`src/sv/bmnm_pkg.sv`:
```
// Shared widths, reset values, register codes and the reciprocal table of the mean filter.
`timescale 1ns / 1ps

package bmnm_pkg;

    // Default grid limits handed to the top level
    localparam int DEF_MAX_COLS = 64;
    localparam int DEF_MAX_ROWS = 64;

    // Field widths
    localparam int PIXEL_W     = 16;
    localparam int OUT_POS_W   = 6;
    localparam int GRID_SIZE_W = 7;
    localparam int CENTRE_W    = 12;
    localparam int STEP_W      = 8;
    localparam int BAND_W      = 13;

    // Neighbours at or below this value are left out of the mean
    localparam logic [PIXEL_W-1:0] THRESHOLD = 16'd4;

    // Mean unit: nine 16-bit terms, a count of 1..9, reciprocals scaled by 2^28
    localparam int SUM_W     = 20;
    localparam int CNT_W     = 4;
    localparam int RECIP_W   = 29;
    localparam int DIV_SHIFT = 28;
    localparam int PROD_W    = SUM_W + RECIP_W;

    // Register port
    localparam int APB_AW = 5;
    localparam int APB_DW = 32;

    // Register reset values
    localparam logic [GRID_SIZE_W-1:0] RST_GRID_COLS      = 7'd64;
    localparam logic [GRID_SIZE_W-1:0] RST_GRID_ROWS      = 7'd64;
    localparam logic [CENTRE_W-1:0]    RST_X_FIRST_CENTRE = 12'd0;
    localparam logic [CENTRE_W-1:0]    RST_Y_FIRST_CENTRE = 12'd0;
    localparam logic [STEP_W-1:0]      RST_BIN_STEP       = 8'd25;
    localparam logic signed [BAND_W-1:0] RST_BAND_LOW     = 13'sd148;
    localparam logic signed [BAND_W-1:0] RST_BAND_HIGH    = 13'sd202;
    localparam logic [CENTRE_W-1:0]    RST_X_LIMIT        = 12'd452;

    // Register indexes, in address order
    typedef enum logic [2:0] {
        REG_GRID_COLS,
        REG_GRID_ROWS,
        REG_X_FIRST_CENTRE,
        REG_Y_FIRST_CENTRE,
        REG_BIN_STEP,
        REG_BAND_LOW,
        REG_BAND_HIGH,
        REG_X_LIMIT
    } cfg_reg_t;

    // Rounded-up reciprocal of the neighbour count, ceil(2^28 / n).
    // The rounding error times the largest sum stays far below 2^28,
    // so the scaled product truncates to the exact quotient.
    function automatic logic [RECIP_W-1:0] recip(input logic [CNT_W-1:0] n);
        logic [RECIP_W-1:0] r;
        case (n)
            4'd1:    r = 29'd268435456;
            4'd2:    r = 29'd134217728;
            4'd3:    r = 29'd89478486;
            4'd4:    r = 29'd67108864;
            4'd5:    r = 29'd53687092;
            4'd6:    r = 29'd44739243;
            4'd7:    r = 29'd38347923;
            4'd8:    r = 29'd33554432;
            4'd9:    r = 29'd29826162;
            default: r = '0;
        endcase
        return r;
    endfunction

endpackage

```
`src/sv/bmnm_if.sv`:
```
// Valid/ready channel interfaces for grid cells in and filtered results out.
`timescale 1ns / 1ps

interface bmnm_in_if;
    import bmnm_pkg::*;

    logic               valid;
    logic               ready;
    logic [PIXEL_W-1:0] pixel_value;

    modport source (output valid, output pixel_value, input ready);
    modport sink   (input valid, input pixel_value, output ready);
endinterface

interface bmnm_out_if;
    import bmnm_pkg::*;

    logic                 valid;
    logic                 ready;
    logic [OUT_POS_W-1:0] out_row;
    logic [OUT_POS_W-1:0] out_col;
    logic [PIXEL_W-1:0]   out_value;
    logic                 was_filled;
    logic                 no_neighbour;
    logic                 frame_last;

    modport source (output valid, output out_row, output out_col, output out_value,
                    output was_filled, output no_neighbour, output frame_last,
                    input ready);
    modport sink   (input valid, input out_row, input out_col, input out_value,
                    input was_filled, input no_neighbour, input frame_last,
                    output ready);
endinterface

```
`src/sv/bmnm_ram.sv`:
```
// Generic single-port synchronous RAM with a registered read.
`timescale 1ns / 1ps

module bmnm_ram #(
    parameter int WIDTH = 16,
    parameter int DEPTH = 64
) (
    input  logic                     clk,
    input  logic                     we,
    input  logic [$clog2(DEPTH)-1:0] addr,
    input  logic [WIDTH-1:0]         wdata,
    output logic [WIDTH-1:0]         rdata
);

    logic [WIDTH-1:0] mem [DEPTH];

    // Write when enabled; the read port samples every cycle
    always_ff @(posedge clk)
    begin
        if (we)
        begin
            mem[addr] <= wdata;
        end
        rdata <= mem[addr];
    end

endmodule

```
`src/sv/banded_masked_neighbour_mean.sv`:
```
// Top level of the banded, masked 3x3 neighbour mean filter over a raster stream.
//
//   Channel   Direction  Handshake         Payload
//   pixels    in         valid / ready     pixel_value (unsigned Q4.12)
//   results   out        valid / ready     out_row, out_col, out_value, was_filled,
//                                          no_neighbour, frame_last
//   APB       in         psel / penable    eight registers at byte address 4*i
//
// A new item is accepted only in the idle state: the sequencer then loads the window and,
// for each of the n results the item releases (0 to 4), sums, divides and presents it,
// holding it while the result side stalls. This order is set by the single port of each
// line buffer (read, then write back) and by one shared mean unit, one result at a time.
// Reset clears the counters, the sequencer and the registers; the line buffers need no
// clearing, since entries never written are only read for neighbours outside the grid.
`timescale 1ns / 1ps

module banded_masked_neighbour_mean #(
    parameter int MAX_COLS = bmnm_pkg::DEF_MAX_COLS,
    parameter int MAX_ROWS = bmnm_pkg::DEF_MAX_ROWS
) (
    input  logic                        clk,
    input  logic                        rst_n,
    input  logic                        psel,
    input  logic                        penable,
    input  logic                        pwrite,
    input  logic [bmnm_pkg::APB_AW-1:0] paddr,
    input  logic [bmnm_pkg::APB_DW-1:0] pwdata,
    output logic [bmnm_pkg::APB_DW-1:0] prdata,
    output logic                        pready,
    bmnm_in_if.sink                     pixels,
    bmnm_out_if.source                  results
);

    import bmnm_pkg::*;

    localparam int CW     = $clog2(MAX_COLS);
    localparam int RW     = $clog2(MAX_ROWS);
    localparam int SZCW   = (CW + 1 > GRID_SIZE_W) ? CW + 1 : GRID_SIZE_W;
    localparam int SZRW   = (RW + 1 > GRID_SIZE_W) ? RW + 1 : GRID_SIZE_W;
    localparam int CXW    = SZCW + 1;
    localparam int RXW    = SZRW + 1;
    localparam int MW     = (CW > RW) ? CW : RW;
    localparam int PW     = MW + 14;
    localparam int COL_XW = CW + OUT_POS_W;
    localparam int ROW_XW = RW + OUT_POS_W;

    typedef enum logic [2:0] {
        ST_IDLE,
        ST_LOAD,
        ST_SUM,
        ST_DIV,
        ST_OUT
    } state_t;

    // Configuration registers
    logic [GRID_SIZE_W-1:0]     grid_cols_reg;
    logic [GRID_SIZE_W-1:0]     grid_rows_reg;
    logic [CENTRE_W-1:0]        x_first_centre_reg;
    logic [CENTRE_W-1:0]        y_first_centre_reg;
    logic [STEP_W-1:0]          bin_step_reg;
    logic signed [BAND_W-1:0]   band_low_reg;
    logic signed [BAND_W-1:0]   band_high_reg;
    logic [CENTRE_W-1:0]        x_limit_reg;
    logic                       cfg_write;
    cfg_reg_t                   cfg_sel;

    // Control state
    state_t                     state_reg;
    logic [CW-1:0]              col_count_reg;
    logic [RW-1:0]              row_count_reg;
    logic [CW-1:0]              col_count_next;
    logic [RW-1:0]              row_count_next;
    logic [3:0]                 pending_reg;
    logic [3:0]                 pending_next;

    // Window and cell payload
    logic [PIXEL_W-1:0]         pix_reg;
    logic [PIXEL_W-1:0]         window_reg [3][2];
    logic [PIXEL_W-1:0]         g_reg [3][3];
    logic [2:0]                 rowok_reg;
    logic [2:0]                 colok_reg;
    logic [2:0]                 rowok_next;
    logic [2:0]                 colok_next;
    logic [CW-1:0]              c_lat_reg;
    logic [RW-1:0]              r_lat_reg;
    logic [SUM_W-1:0]           num_reg;
    logic [CNT_W-1:0]           cnt_reg;
    logic                       inband_reg;
    logic [PIXEL_W-1:0]         own_reg;
    logic [CW-1:0]              cell_col_reg;
    logic [RW-1:0]              cell_row_reg;
    logic                       last_reg;
    logic [PIXEL_W-1:0]         value_reg;
    logic                       none_reg;

    // Derived signals
    logic                       accept;
    logic [SZCW-1:0]            cols_eff;
    logic [SZRW-1:0]            rows_eff;
    logic                       lastc;
    logic                       lastr;
    logic [PIXEL_W-1:0]         upper_rdata;
    logic [PIXEL_W-1:0]         middle_rdata;
    logic [PIXEL_W-1:0]         col2 [3];
    logic [1:0]                 sel;
    logic [CW-1:0]              cell_col;
    logic [RW-1:0]              cell_row;
    logic [2:0]                 rowuse;
    logic [2:0]                 coluse;
    logic [SUM_W-1:0]           sum_c;
    logic [CNT_W-1:0]           cnt_c;
    logic [PIXEL_W-1:0]         own_c;
    logic [PW-1:0]              xc_u;
    logic [PW-1:0]              yc_u;
    logic signed [PW-1:0]       diff;
    logic                       inband_c;
    logic [PROD_W-1:0]          prod;
    logic [COL_XW-1:0]          col_ext;
    logic [ROW_XW-1:0]          row_ext;

    assign accept = pixels.valid && pixels.ready;

    // Register port: writes complete in the access phase, no wait states
    assign pready    = 1'b1;
    assign cfg_write = psel && penable && pwrite && pready;
    assign cfg_sel   = cfg_reg_t'(paddr[APB_AW-1:2]);

    always_ff @(posedge clk or negedge rst_n)
    begin
        if (!rst_n)
        begin
            grid_cols_reg      <= RST_GRID_COLS;
            grid_rows_reg      <= RST_GRID_ROWS;
            x_first_centre_reg <= RST_X_FIRST_CENTRE;
            y_first_centre_reg <= RST_Y_FIRST_CENTRE;
            bin_step_reg       <= RST_BIN_STEP;
            band_low_reg       <= RST_BAND_LOW;
            band_high_reg      <= RST_BAND_HIGH;
            x_limit_reg        <= RST_X_LIMIT;
        end
        else if (cfg_write)
        begin
            case (cfg_sel)
                REG_GRID_COLS:      grid_cols_reg      <= pwdata[GRID_SIZE_W-1:0];
                REG_GRID_ROWS:      grid_rows_reg      <= pwdata[GRID_SIZE_W-1:0];
                REG_X_FIRST_CENTRE: x_first_centre_reg <= pwdata[CENTRE_W-1:0];
                REG_Y_FIRST_CENTRE: y_first_centre_reg <= pwdata[CENTRE_W-1:0];
                REG_BIN_STEP:       bin_step_reg       <= pwdata[STEP_W-1:0];
                REG_BAND_LOW:       band_low_reg       <= signed'(pwdata[BAND_W-1:0]);
                REG_BAND_HIGH:      band_high_reg      <= signed'(pwdata[BAND_W-1:0]);
                REG_X_LIMIT:        x_limit_reg        <= pwdata[CENTRE_W-1:0];
                default: ;
            endcase
        end
    end

    // Read-back of the addressed register
    always_comb
    begin
        prdata = '0;
        case (cfg_sel)
            REG_GRID_COLS:      prdata[GRID_SIZE_W-1:0] = grid_cols_reg;
            REG_GRID_ROWS:      prdata[GRID_SIZE_W-1:0] = grid_rows_reg;
            REG_X_FIRST_CENTRE: prdata[CENTRE_W-1:0]    = x_first_centre_reg;
            REG_Y_FIRST_CENTRE: prdata[CENTRE_W-1:0]    = y_first_centre_reg;
            REG_BIN_STEP:       prdata[STEP_W-1:0]      = bin_step_reg;
            REG_BAND_LOW:       prdata[BAND_W-1:0]      = band_low_reg;
            REG_BAND_HIGH:      prdata[BAND_W-1:0]      = band_high_reg;
            REG_X_LIMIT:        prdata[CENTRE_W-1:0]    = x_limit_reg;
            default:            prdata = '0;
        endcase
    end

    // Grid size clamped to 1..MAX
    always_comb
    begin
        if (grid_cols_reg == '0)
        begin
            cols_eff = SZCW'(1);
        end
        else if (SZCW'(grid_cols_reg) > SZCW'(MAX_COLS))
        begin
            cols_eff = SZCW'(MAX_COLS);
        end
        else
        begin
            cols_eff = SZCW'(grid_cols_reg);
        end

        if (grid_rows_reg == '0)
        begin
            rows_eff = SZRW'(1);
        end
        else if (SZRW'(grid_rows_reg) > SZRW'(MAX_ROWS))
        begin
            rows_eff = SZRW'(MAX_ROWS);
        end
        else
        begin
            rows_eff = SZRW'(grid_rows_reg);
        end
    end

    assign lastc = SZCW'(col_count_reg) >= (cols_eff - SZCW'(1));
    assign lastr = SZRW'(row_count_reg) >= (rows_eff - SZRW'(1));

    // Counter advance at the end of a row and of the grid
    always_comb
    begin
        if (lastc)
        begin
            col_count_next = '0;
            row_count_next = lastr ? '0 : row_count_reg + RW'(1);
        end
        else
        begin
            col_count_next = col_count_reg + CW'(1);
            row_count_next = row_count_reg;
        end
    end

    // Cells released by this item, in raster order
    assign pending_next = {lastr && lastc,
                           lastr && (col_count_reg != '0),
                           (row_count_reg != '0) && lastc,
                           (row_count_reg != '0) && (col_count_reg != '0)};

    // Which window rows and columns fall inside the grid
    always_comb
    begin
        logic [RXW-1:0] rsum;
        logic [CXW-1:0] csum;
        for (int k = 0; k < 3; k++)
        begin
            rsum = RXW'(row_count_reg) + RXW'(k);
            csum = CXW'(col_count_reg) + CXW'(k);
            rowok_next[k] = (rsum >= RXW'(2)) && (rsum < RXW'(rows_eff) + RXW'(2));
            colok_next[k] = (csum >= CXW'(2)) && (csum < CXW'(cols_eff) + CXW'(2));
        end
    end

    // Line buffers: both are addressed by the column counter, which only moves at the
    // write-back edge, so the read at acceptance and the write-back share one address.
    bmnm_ram #(
        .WIDTH (PIXEL_W),
        .DEPTH (MAX_COLS)
    ) u_upper_line (
        .clk   (clk),
        .we    (state_reg == ST_LOAD),
        .addr  (col_count_reg),
        .wdata (middle_rdata),
        .rdata (upper_rdata)
    );

    bmnm_ram #(
        .WIDTH (PIXEL_W),
        .DEPTH (MAX_COLS)
    ) u_middle_line (
        .clk   (clk),
        .we    (state_reg == ST_LOAD),
        .addr  (col_count_reg),
        .wdata (pix_reg),
        .rdata (middle_rdata)
    );

    assign col2[0] = upper_rdata;
    assign col2[1] = middle_rdata;
    assign col2[2] = pix_reg;

    // Lowest pending cell goes first
    always_comb
    begin
        if (pending_reg[0])
        begin
            sel = 2'd0;
        end
        else if (pending_reg[1])
        begin
            sel = 2'd1;
        end
        else if (pending_reg[2])
        begin
            sel = 2'd2;
        end
        else
        begin
            sel = 2'd3;
        end
    end

    // Cell position: the upper bit of sel picks the lower row, the lower bit the right column
    assign cell_row = sel[1] ? r_lat_reg : r_lat_reg - RW'(1);
    assign cell_col = sel[0] ? c_lat_reg : c_lat_reg - CW'(1);

    // Masked neighbour sum and count for the selected cell
    always_comb
    begin
        for (int k = 0; k < 3; k++)
        begin
            rowuse[k] = rowok_reg[k] && !(sel[1] && (k == 0));
            coluse[k] = colok_reg[k] && !(sel[0] && (k == 0));
        end
        sum_c = '0;
        cnt_c = '0;
        for (int k = 0; k < 3; k++)
        begin
            for (int j = 0; j < 3; j++)
            begin
                if (rowuse[k] && coluse[j] && (g_reg[k][j] > THRESHOLD))
                begin
                    sum_c = sum_c + SUM_W'(g_reg[k][j]);
                    cnt_c = cnt_c + CNT_W'(1);
                end
            end
        end
    end

    always_comb
    begin
        case (sel)
            2'd0:    own_c = g_reg[1][1];
            2'd1:    own_c = g_reg[1][2];
            2'd2:    own_c = g_reg[2][1];
            default: own_c = g_reg[2][2];
        endcase
    end

    // Bin centres and the band test
    assign xc_u     = PW'(x_first_centre_reg) + PW'(cell_col) * PW'(bin_step_reg);
    assign yc_u     = PW'(y_first_centre_reg) + PW'(cell_row) * PW'(bin_step_reg);
    assign diff     = signed'(xc_u) - signed'(yc_u);
    assign inband_c = (xc_u <= PW'(x_limit_reg))
                      && (diff >= PW'(band_low_reg))
                      && (diff <= PW'(band_high_reg));

    // Rounded mean by the reciprocal of the count
    assign prod = PROD_W'(num_reg) * PROD_W'(recip(cnt_reg));

    // Sequencer and counters
    always_ff @(posedge clk or negedge rst_n)
    begin
        if (!rst_n)
        begin
            state_reg     <= ST_IDLE;
            col_count_reg <= '0;
            row_count_reg <= '0;
            pending_reg   <= '0;
        end
        else
        begin
            case (state_reg)
                ST_IDLE:
                begin
                    if (accept)
                    begin
                        state_reg <= ST_LOAD;
                    end
                end
                ST_LOAD:
                begin
                    col_count_reg <= col_count_next;
                    row_count_reg <= row_count_next;
                    pending_reg   <= pending_next;
                    state_reg     <= (pending_next != '0) ? ST_SUM : ST_IDLE;
                end
                ST_SUM:
                begin
                    pending_reg[sel] <= 1'b0;
                    state_reg        <= ST_DIV;
                end
                ST_DIV:
                begin
                    state_reg <= ST_OUT;
                end
                ST_OUT:
                begin
                    if (results.ready)
                    begin
                        state_reg <= (pending_reg != '0) ? ST_SUM : ST_IDLE;
                    end
                end
                default:
                begin
                    state_reg <= ST_IDLE;
                end
            endcase
        end
    end

    // Datapath registers
    always_ff @(posedge clk)
    begin
        if (accept)
        begin
            pix_reg <= pixels.pixel_value;
        end

        // Build the 3x3 window and shift the column history along
        if (state_reg == ST_LOAD)
        begin
            for (int k = 0; k < 3; k++)
            begin
                g_reg[k][0]      <= window_reg[k][0];
                g_reg[k][1]      <= window_reg[k][1];
                g_reg[k][2]      <= col2[k];
                window_reg[k][0] <= window_reg[k][1];
                window_reg[k][1] <= col2[k];
            end
            rowok_reg <= rowok_next;
            colok_reg <= colok_next;
            c_lat_reg <= col_count_reg;
            r_lat_reg <= row_count_reg;
        end

        if (state_reg == ST_SUM)
        begin
            num_reg      <= sum_c + SUM_W'(cnt_c >> 1);
            cnt_reg      <= cnt_c;
            inband_reg   <= inband_c;
            own_reg      <= own_c;
            cell_col_reg <= cell_col;
            cell_row_reg <= cell_row;
            last_reg     <= (sel == 2'd3);
        end

        if (state_reg == ST_DIV)
        begin
            if (!inband_reg)
            begin
                value_reg <= own_reg;
                none_reg  <= 1'b0;
            end
            else if (cnt_reg == '0)
            begin
                value_reg <= '0;
                none_reg  <= 1'b1;
            end
            else
            begin
                value_reg <= prod[DIV_SHIFT +: PIXEL_W];
                none_reg  <= 1'b0;
            end
        end
    end

    // Channel outputs
    assign pixels.ready = (state_reg == ST_IDLE);

    assign col_ext = COL_XW'(cell_col_reg);
    assign row_ext = ROW_XW'(cell_row_reg);

    assign results.valid        = (state_reg == ST_OUT);
    assign results.out_row      = row_ext[OUT_POS_W-1:0];
    assign results.out_col      = col_ext[OUT_POS_W-1:0];
    assign results.out_value    = value_reg;
    assign results.was_filled   = inband_reg;
    assign results.no_neighbour = none_reg;
    assign results.frame_last   = last_reg;

endmodule

```
`src/flat_wrapper.sv`:
```
// flat-port wrapper written by rule: the top's interface ports become plain ports
module banded_masked_neighbour_mean_flat import bmnm_pkg::*;
#(
    parameter int MAX_COLS = bmnm_pkg::DEF_MAX_COLS,
    parameter int MAX_ROWS = bmnm_pkg::DEF_MAX_ROWS
)
  (clk, rst_n, psel, penable, pwrite, paddr, pwdata, prdata, pready, pixels_valid, pixels_pixel_value, pixels_ready, results_valid, results_out_row, results_out_col, results_out_value, results_was_filled, results_no_neighbour, results_frame_last, results_ready);
  bmnm_in_if pixels_i ();
  bmnm_out_if results_i ();
  input  logic clk;
  input  logic rst_n;
  input  logic psel;
  input  logic penable;
  input  logic pwrite;
  input  logic [bmnm_pkg::APB_AW-1:0] paddr;
  input  logic [bmnm_pkg::APB_DW-1:0] pwdata;
  output logic [bmnm_pkg::APB_DW-1:0] prdata;
  output logic pready;
  input wire logic [$bits(pixels_i.valid)-1:0] pixels_valid;
  input wire logic [$bits(pixels_i.pixel_value)-1:0] pixels_pixel_value;
  output wire logic [$bits(pixels_i.ready)-1:0] pixels_ready;
  output wire logic [$bits(results_i.valid)-1:0] results_valid;
  output wire logic [$bits(results_i.out_row)-1:0] results_out_row;
  output wire logic [$bits(results_i.out_col)-1:0] results_out_col;
  output wire logic [$bits(results_i.out_value)-1:0] results_out_value;
  output wire logic [$bits(results_i.was_filled)-1:0] results_was_filled;
  output wire logic [$bits(results_i.no_neighbour)-1:0] results_no_neighbour;
  output wire logic [$bits(results_i.frame_last)-1:0] results_frame_last;
  input wire logic [$bits(results_i.ready)-1:0] results_ready;
  assign pixels_i.valid = pixels_valid;
  assign pixels_i.pixel_value = pixels_pixel_value;
  assign pixels_ready = pixels_i.ready;
  assign results_valid = results_i.valid;
  assign results_out_row = results_i.out_row;
  assign results_out_col = results_i.out_col;
  assign results_out_value = results_i.out_value;
  assign results_was_filled = results_i.was_filled;
  assign results_no_neighbour = results_i.no_neighbour;
  assign results_frame_last = results_i.frame_last;
  assign results_i.ready = results_ready;
  banded_masked_neighbour_mean #(.MAX_COLS(MAX_COLS), .MAX_ROWS(MAX_ROWS)) u_core (.clk(clk), .rst_n(rst_n), .psel(psel), .penable(penable), .pwrite(pwrite), .paddr(paddr), .pwdata(pwdata), .prdata(prdata), .pready(pready), .pixels(pixels_i), .results(results_i));
endmodule
```
`config.mk`:
```
export PLATFORM = sky130hd
export DESIGN_NAME = banded_masked_neighbour_mean_flat
export DESIGN_NICKNAME = d
export VERILOG_FILES = /design/src/sv/bmnm_pkg.sv /design/src/sv/bmnm_if.sv /design/src/sv/bmnm_ram.sv /design/src/sv/banded_masked_neighbour_mean.sv /design/src/flat_wrapper.sv
export SDC_FILE = /design/constraint.sdc
export NUM_CORES = 2
export LEC_CHECK = 0
export BUFFER_PORTS_ARGS = -buffer_cell sky130_fd_sc_hd__buf_4
export CORE_AREA = 2 2 500 626
export CTS_BUF_LIST = sky130_fd_sc_hd__clkbuf_4
export DETAILED_ROUTE_END_ITERATION = 6
export DIE_AREA = 0 0 502 628
export SYNTH_ARGS = -nofsm -noshare
export SYNTH_HDL_FRONTEND = slang
export SYNTH_SLANG_ARGS = --single-unit
```
`constraint.sdc`:
```
create_clock -name clk -period 17.6 [get_ports clk]
set_input_delay 3.52 -clock clk [delete_from_list [all_inputs] [get_ports clk]]
set_output_delay 3.52 -clock clk [all_outputs]
set_load 0.01 [all_outputs]
```
[Yosys cells after proc, flatten, opt, wreduce, memory -nomap -nowiden]
Memories as Yosys holds them, arrays and structs flattened. A register that Yosys moved wholly into a read port is not among the register bits.
Cells that the tools add are included.
Cells by class
  divide/modulo/power cells: 0
  reduce and logical (&&, ||, !) cells: 59
  mux-type cells: 48
  shift-type cells: 0
  bitwise logic cells: 2
  add/subtract/negate cells: 32
  equality and inequality tests: 16
  order comparisons: 30
  multiply operators: 3
Operators by type and width (count)
  $mux W20: 8
  $gt A16 B3 Y1 const B: 9
  $add A20 B16 Y20: 7
  $pmux W7 S8: 1
  $mux W16: 3
  $pmux W16 S3: 1
  $mul A20 B29 Y44: 1
  $logic_and A1 B1 Y1: 36
  $mux W4: 9
  $ge A8 B2 Y1 const B: 4
  $lt A8 B8 Y1: 4
  $add A12 B14 Y15: 2
  $add A4 B1 Y4 const B: 7
  $mul A6 B8 Y14: 2
  $mux W7: 4
  $mux W6: 4
  $add A20 B3 Y20: 1
  $ge A20 B13 Y1: 1
  $le A20 B12 Y1: 1
  $le A20 B13 Y1: 1
  $pmux W4 S5: 1
  $reduce_and A2 Y1: 10
  $sub A20 B20 Y20: 1
  $add A16 B16 Y17: 1
  38 further kinds: 71
Word-level totals
  memory bits (writable): 2288
  word-level logic and storage cells: 221
  register bits: 208
  latch bits: 0
  input port bits: 60
  ROM bits: 464
  output and inout port bits: 66
  memories: 5
Memory list
  u_core.u_middle_line.mem: depth 64, width 16, rd ports 1, clocked after memory_dff 1, wr ports 1, RTL line bmnm_ram.sv:15  | logic [WIDTH-1:0] mem [DEPTH];
  u_core.u_upper_line.mem: depth 64, width 16, rd ports 1, clocked after memory_dff 1, wr ports 1, RTL line bmnm_ram.sv:15
  (no name shown): depth 16, width 29, rd ports 1, clocked after memory_dff 1, wr ports 0, RTL line bmnm_pkg.sv:59  | case (n)
  u_core.g_reg: depth 3, width 48, rd ports 3, clocked after memory_dff 0, wr ports 3, RTL line banded_masked_neighbour_mean.sv:79  | logic [PIXEL_W-1:0] g_reg [3][3];
  u_core.window_reg: depth 3, width 32, rd ports 3, clocked after memory_dff 0, wr ports 3, RTL line banded_masked_neighbour_mean.sv:78  | logic [PIXEL_W-1:0] window_reg [3][2];

[Logic depth before layout (Yosys ltp)]
  word-level depth: 25
  gate-level depth with buffers: 69
  gate-level depth less buffers: 68

[By module]
Synthesis repeated with hierarchy kept, for this count alone.
Unflattened totals
  cells, all modules: 9183
  area total of the unflattened synthesis: 123367.1 um2
Modules (own cells, without submodules)
  bmnm_ram: seq. area each 31069.8 um2, area each 39480.4 um2, times used 2, cells each 2264
  banded_masked_neighbour_mean: seq. area each 10415.0 um2, area each 44406.3 um2, times used 1, cells each 4655

[Worst setup path after synthesis]
Ideal clock, no wire load.
  path kind: register to register
  from: memory u_core.g_reg[0][35] in the netlist's numbering
  to: register u_core.num_reg[19], data pin
  setup slack: 5.335 ns
  setup time: 0.260 ns
  data required time: 17.340 ns
  stages on the path, launching flop included: 59
  path buffers: 0
  data arrival time: 12.005 ns
  period minus slack after synthesis: 12.265 ns
  cell sequence: edfxtp_1 or4_1 nor4_2 a31oi_2 and2_1 ha_1 fa_1 nand3_1 nand2_1 maj3_1 a21oi_1 xor2_1 o21ai_0 ha_1 or3_1 o21ba_2 or3_1 a31oi_1 [23 not listed] mux2_2 ha_1 o21ai_0 nand2b_1 and3_1 o21ai_0 o21a_1 ha_1 a21o_1 a31oi_1 a2bb2oi_1 mux2_2 a2bb2oi_1 xnor2_1 inv_2 a41o_1 a2bb2oi_2 xnor2_1
RTL lines
  start, declared: RTL line banded_masked_neighbour_mean.sv:79
  end signal, assigned: RTL line banded_masked_neighbour_mean.sv:417  | num_reg <= sum_c + SUM_W'(cnt_c >> 1);
  end, declared: RTL line banded_masked_neighbour_mean.sv:86  | logic [SUM_W-1:0] num_reg;

==> impl_results.md <==
- Most common cell in the netlist: edfxtp_1
- Post-DP HPWL: 213 mm
- Crit-path most repeated cell: xnor2_1
- Overflow left after global routing: 0
- Synth area leader: edfxtp_1
- CTS max path bufs: 4
- Slew Viols, Final: 0
- TritonCTS clock tree: built
- Met1 Use GR: 0.259
- Clock Skew: 0.109 ns
- Most frequent cells after synthesis: edfxtp_1 (2,297), inv_1 (667), mux4_2 (511)
- YS warnings: 0
- Outcome: complete, no violations
- Setup violations, final: 0
- Die ar.: 0.315 mm²
- CP max stage delay: 0.58 ns
- First-pass GRT wire length: 491 mm
- Worst-path clk slew: 0.06 ns
- DRT iter0 DRCs: 6,024
- Setup TNS: 0 ns
- Fmax: 67.7 MHz
- H-tree depth: 6
- Synth top area cells: edfxtp_1 (56%), mux4_2 (9.3%), fa_1 (7.9%), ha_1 (4.9%), mux2i_1 (2.1%)
- Global routing usage on met2: 0.372
- Synth top area share: 0.559
- Num CTS Buffers: 612
- Fin crit share: 0.840
- Async set-or-reset flop fraction in the synthesized netlist: 0.0421
- Met3 Use GR: 0.0332
- Post-synth EDFFs: 2,297
- CTS sink count: 2,449
- Root Driver: clkbuf_4
- Critical Path End: u_core.num_reg[19]
- Seq. cell area: 0.0726 mm²
- Multi-input logic area: 0.0475 mm²
- Final GP Congestion: 0.886
- CP max FO: 10
- # Post-CTS Setup Buffers: 0
- Synthesized area per cell: 15.3 µm²
- Hold path depth: 0
- Routed Antenna Nets: 0
- Drt total wl: 331 mm
- IO Pins: 126
- # port buffers: 84
- Filler Cell Count: 27,500
- Vias per cell: 5.42
- Slowest cell on crit path: a311oi_1
- Die Wd: 502 µm
- Mapped cell area: 0.123 mm²
- Worst path required time: 18.61 ns
- # hold bufs at CTS: 0
- Core Area: 0.310 mm²
- Final Net Count: 9,623
- Vias in the first global route: 75,900
- Yosys reg bits: 2,449
- Row count: 229
- Routed WL per cell: 25.0 µm
- Largest net degree at the start of global routing: 125
- Reg2reg path depth: 64
- Reg2reg start: u_core.g_reg[0][43]
- Relative slew slack: 0.0996
- Unrepaired setup endpoints after global routing: false
- Slew @ Worst Pin: 1.35 ns
- Remaining routing DRC violations: 0
- Dominant synthesized flop cell: edfxtp_1
- Max capacitance violation total: 0
- Reg2Reg Setup Slack: 2.82 ns
- Cells after Synth: 8,054
- Setup Crit Path Kind: flop to flop
- Busiest grt layer: met2
- Post-synthesis sequential area ratio: 0.588
- Routed vias: 71,600
- Gr usage total: 0.209
- Clk_lat worst skew: 1.33 ns
- Layout area overhead: 11.4%
- Element type at the critical path start: flop
- Share of cells above drive strength 1: 0.216
- Initial Util: 0.398
- Crit end category: flop
- WP data arrival: 15.79 ns
- Synth cell types: 124
- FF-to-FF End: u_core.num_reg[19]
- PostCTS Resize Cnt: 0
- Die H: 628 µm
- Critical Path Start: u_core.g_reg[0][43]
- Drt first pass iters: 6
- Class of the worst hold path: flop to flop
- Final hold vios: 0
- Antenna violations before repair: 18
- Minimum clock period: 14.78 ns
[logic make-up after synthesis]
kind of cell | count (synthesis) | synth area share
compound gates | 1084 | 0.0568
xor+xnor | 219 | 0.0163
flops | 2449 | 0.588
fa+ha+maj | 965 | 0.127
mux | 853 | 0.122
buf+inv | 1020 | 0.0319
simple gates | 1462 | 0.0576
other cells | 2 | 0.0000609
[cell usage in the layout (no fill, tap or decap), drive strengths merged, types with 98 or more instances in the layout]
cell type,instances
edfxtp,2297
clkbuf,872
inv,686
mux4,511
nand2,498
fa,485
ha,479
nor2,319
o21ai,294
a21oi,266
mux2i,263
buf,259
and2,230
clkinv,148
xnor2,143
o22ai,101
a21o,98
[layout make-up]
class / count / area share
Antenna cell: 19 / 0.000346
Clock buffer: 872 / 0.0476
Clock inverter: 176 / 0.00678
Inverter: 674 / 0.0185
Multi-Input combinational cell: 4603 / 0.346
Sequential cell: 2449 / 0.528
Tap cell: 4158 / 0.0379
Timing Repair Buffer: 259 / 0.0147
[worst min path at each step]
stage,start,slack [ns],endpoint
finish,u_core.u_upper_line.rdata[3],0.39,u_core.g_reg[0][3]
global route,u_core.u_upper_line.rdata[6],0.41,u_core.g_reg[0][6]
CTS,u_core.u_upper_line.rdata[3],0.38,u_core.g_reg[0][3]
detailed placement,u_core.u_upper_line.rdata[15],0.39,u_core.g_reg[0][15]
global placement,u_core.u_upper_line.rdata[15],0.39,u_core.g_reg[0][15]
floorplan,u_core.u_upper_line.rdata[0],0.39,u_core.g_reg[0][0]
[worst max-delay path, delay by kind of cell, from the launching register on]
kind,cells,cell delay [ns]
simple gates,16,2.87
xor+xnor,10,1.86
flops,1,0.44
fa+ha+maj,9,3.18
mux,1,0.39
buf+inv,4,0.48
compound gates,24,5.25
[per-layer routing]
| metal | routed length, µm | vias up |
|---|---|---|
| li1 | - | 31600 |
| met1 | 131000 | 37300 |
| met2 | 173000 | 2183 |
| met3 | 17800 | 502 |
| met4 | 9040 | 8 |
| met5 | 61 | - |
[metrics by stage]
| step | instances | hold slack [ns] | setup slack [ns] | utilization | area [µm²] |
|---|---|---|---|---|---|
| 6_report | 13200 | 0.390 | 2.82 | 0.444 | 137000 |
| 5_1_grt | 13200 | 0.413 | 1.59 | 0.444 | 137000 |
| 4_1_cts | 13200 | 0.380 | 2.69 | 0.443 | 137000 |
| 3_5_place_dp | 12100 | 0.389 | 2.80 | 0.419 | 130000 |
| 3_3_place_gp | 12100 | 0.389 | 2.70 | 0.419 | 130000 |
| 2_1_floorplan | 8072 | 0.386 | 5.33 | - | 123000 |
Power is not shown: default switching activity piles up to over one toggle a cycle in this logic, so the estimate is an artifact.
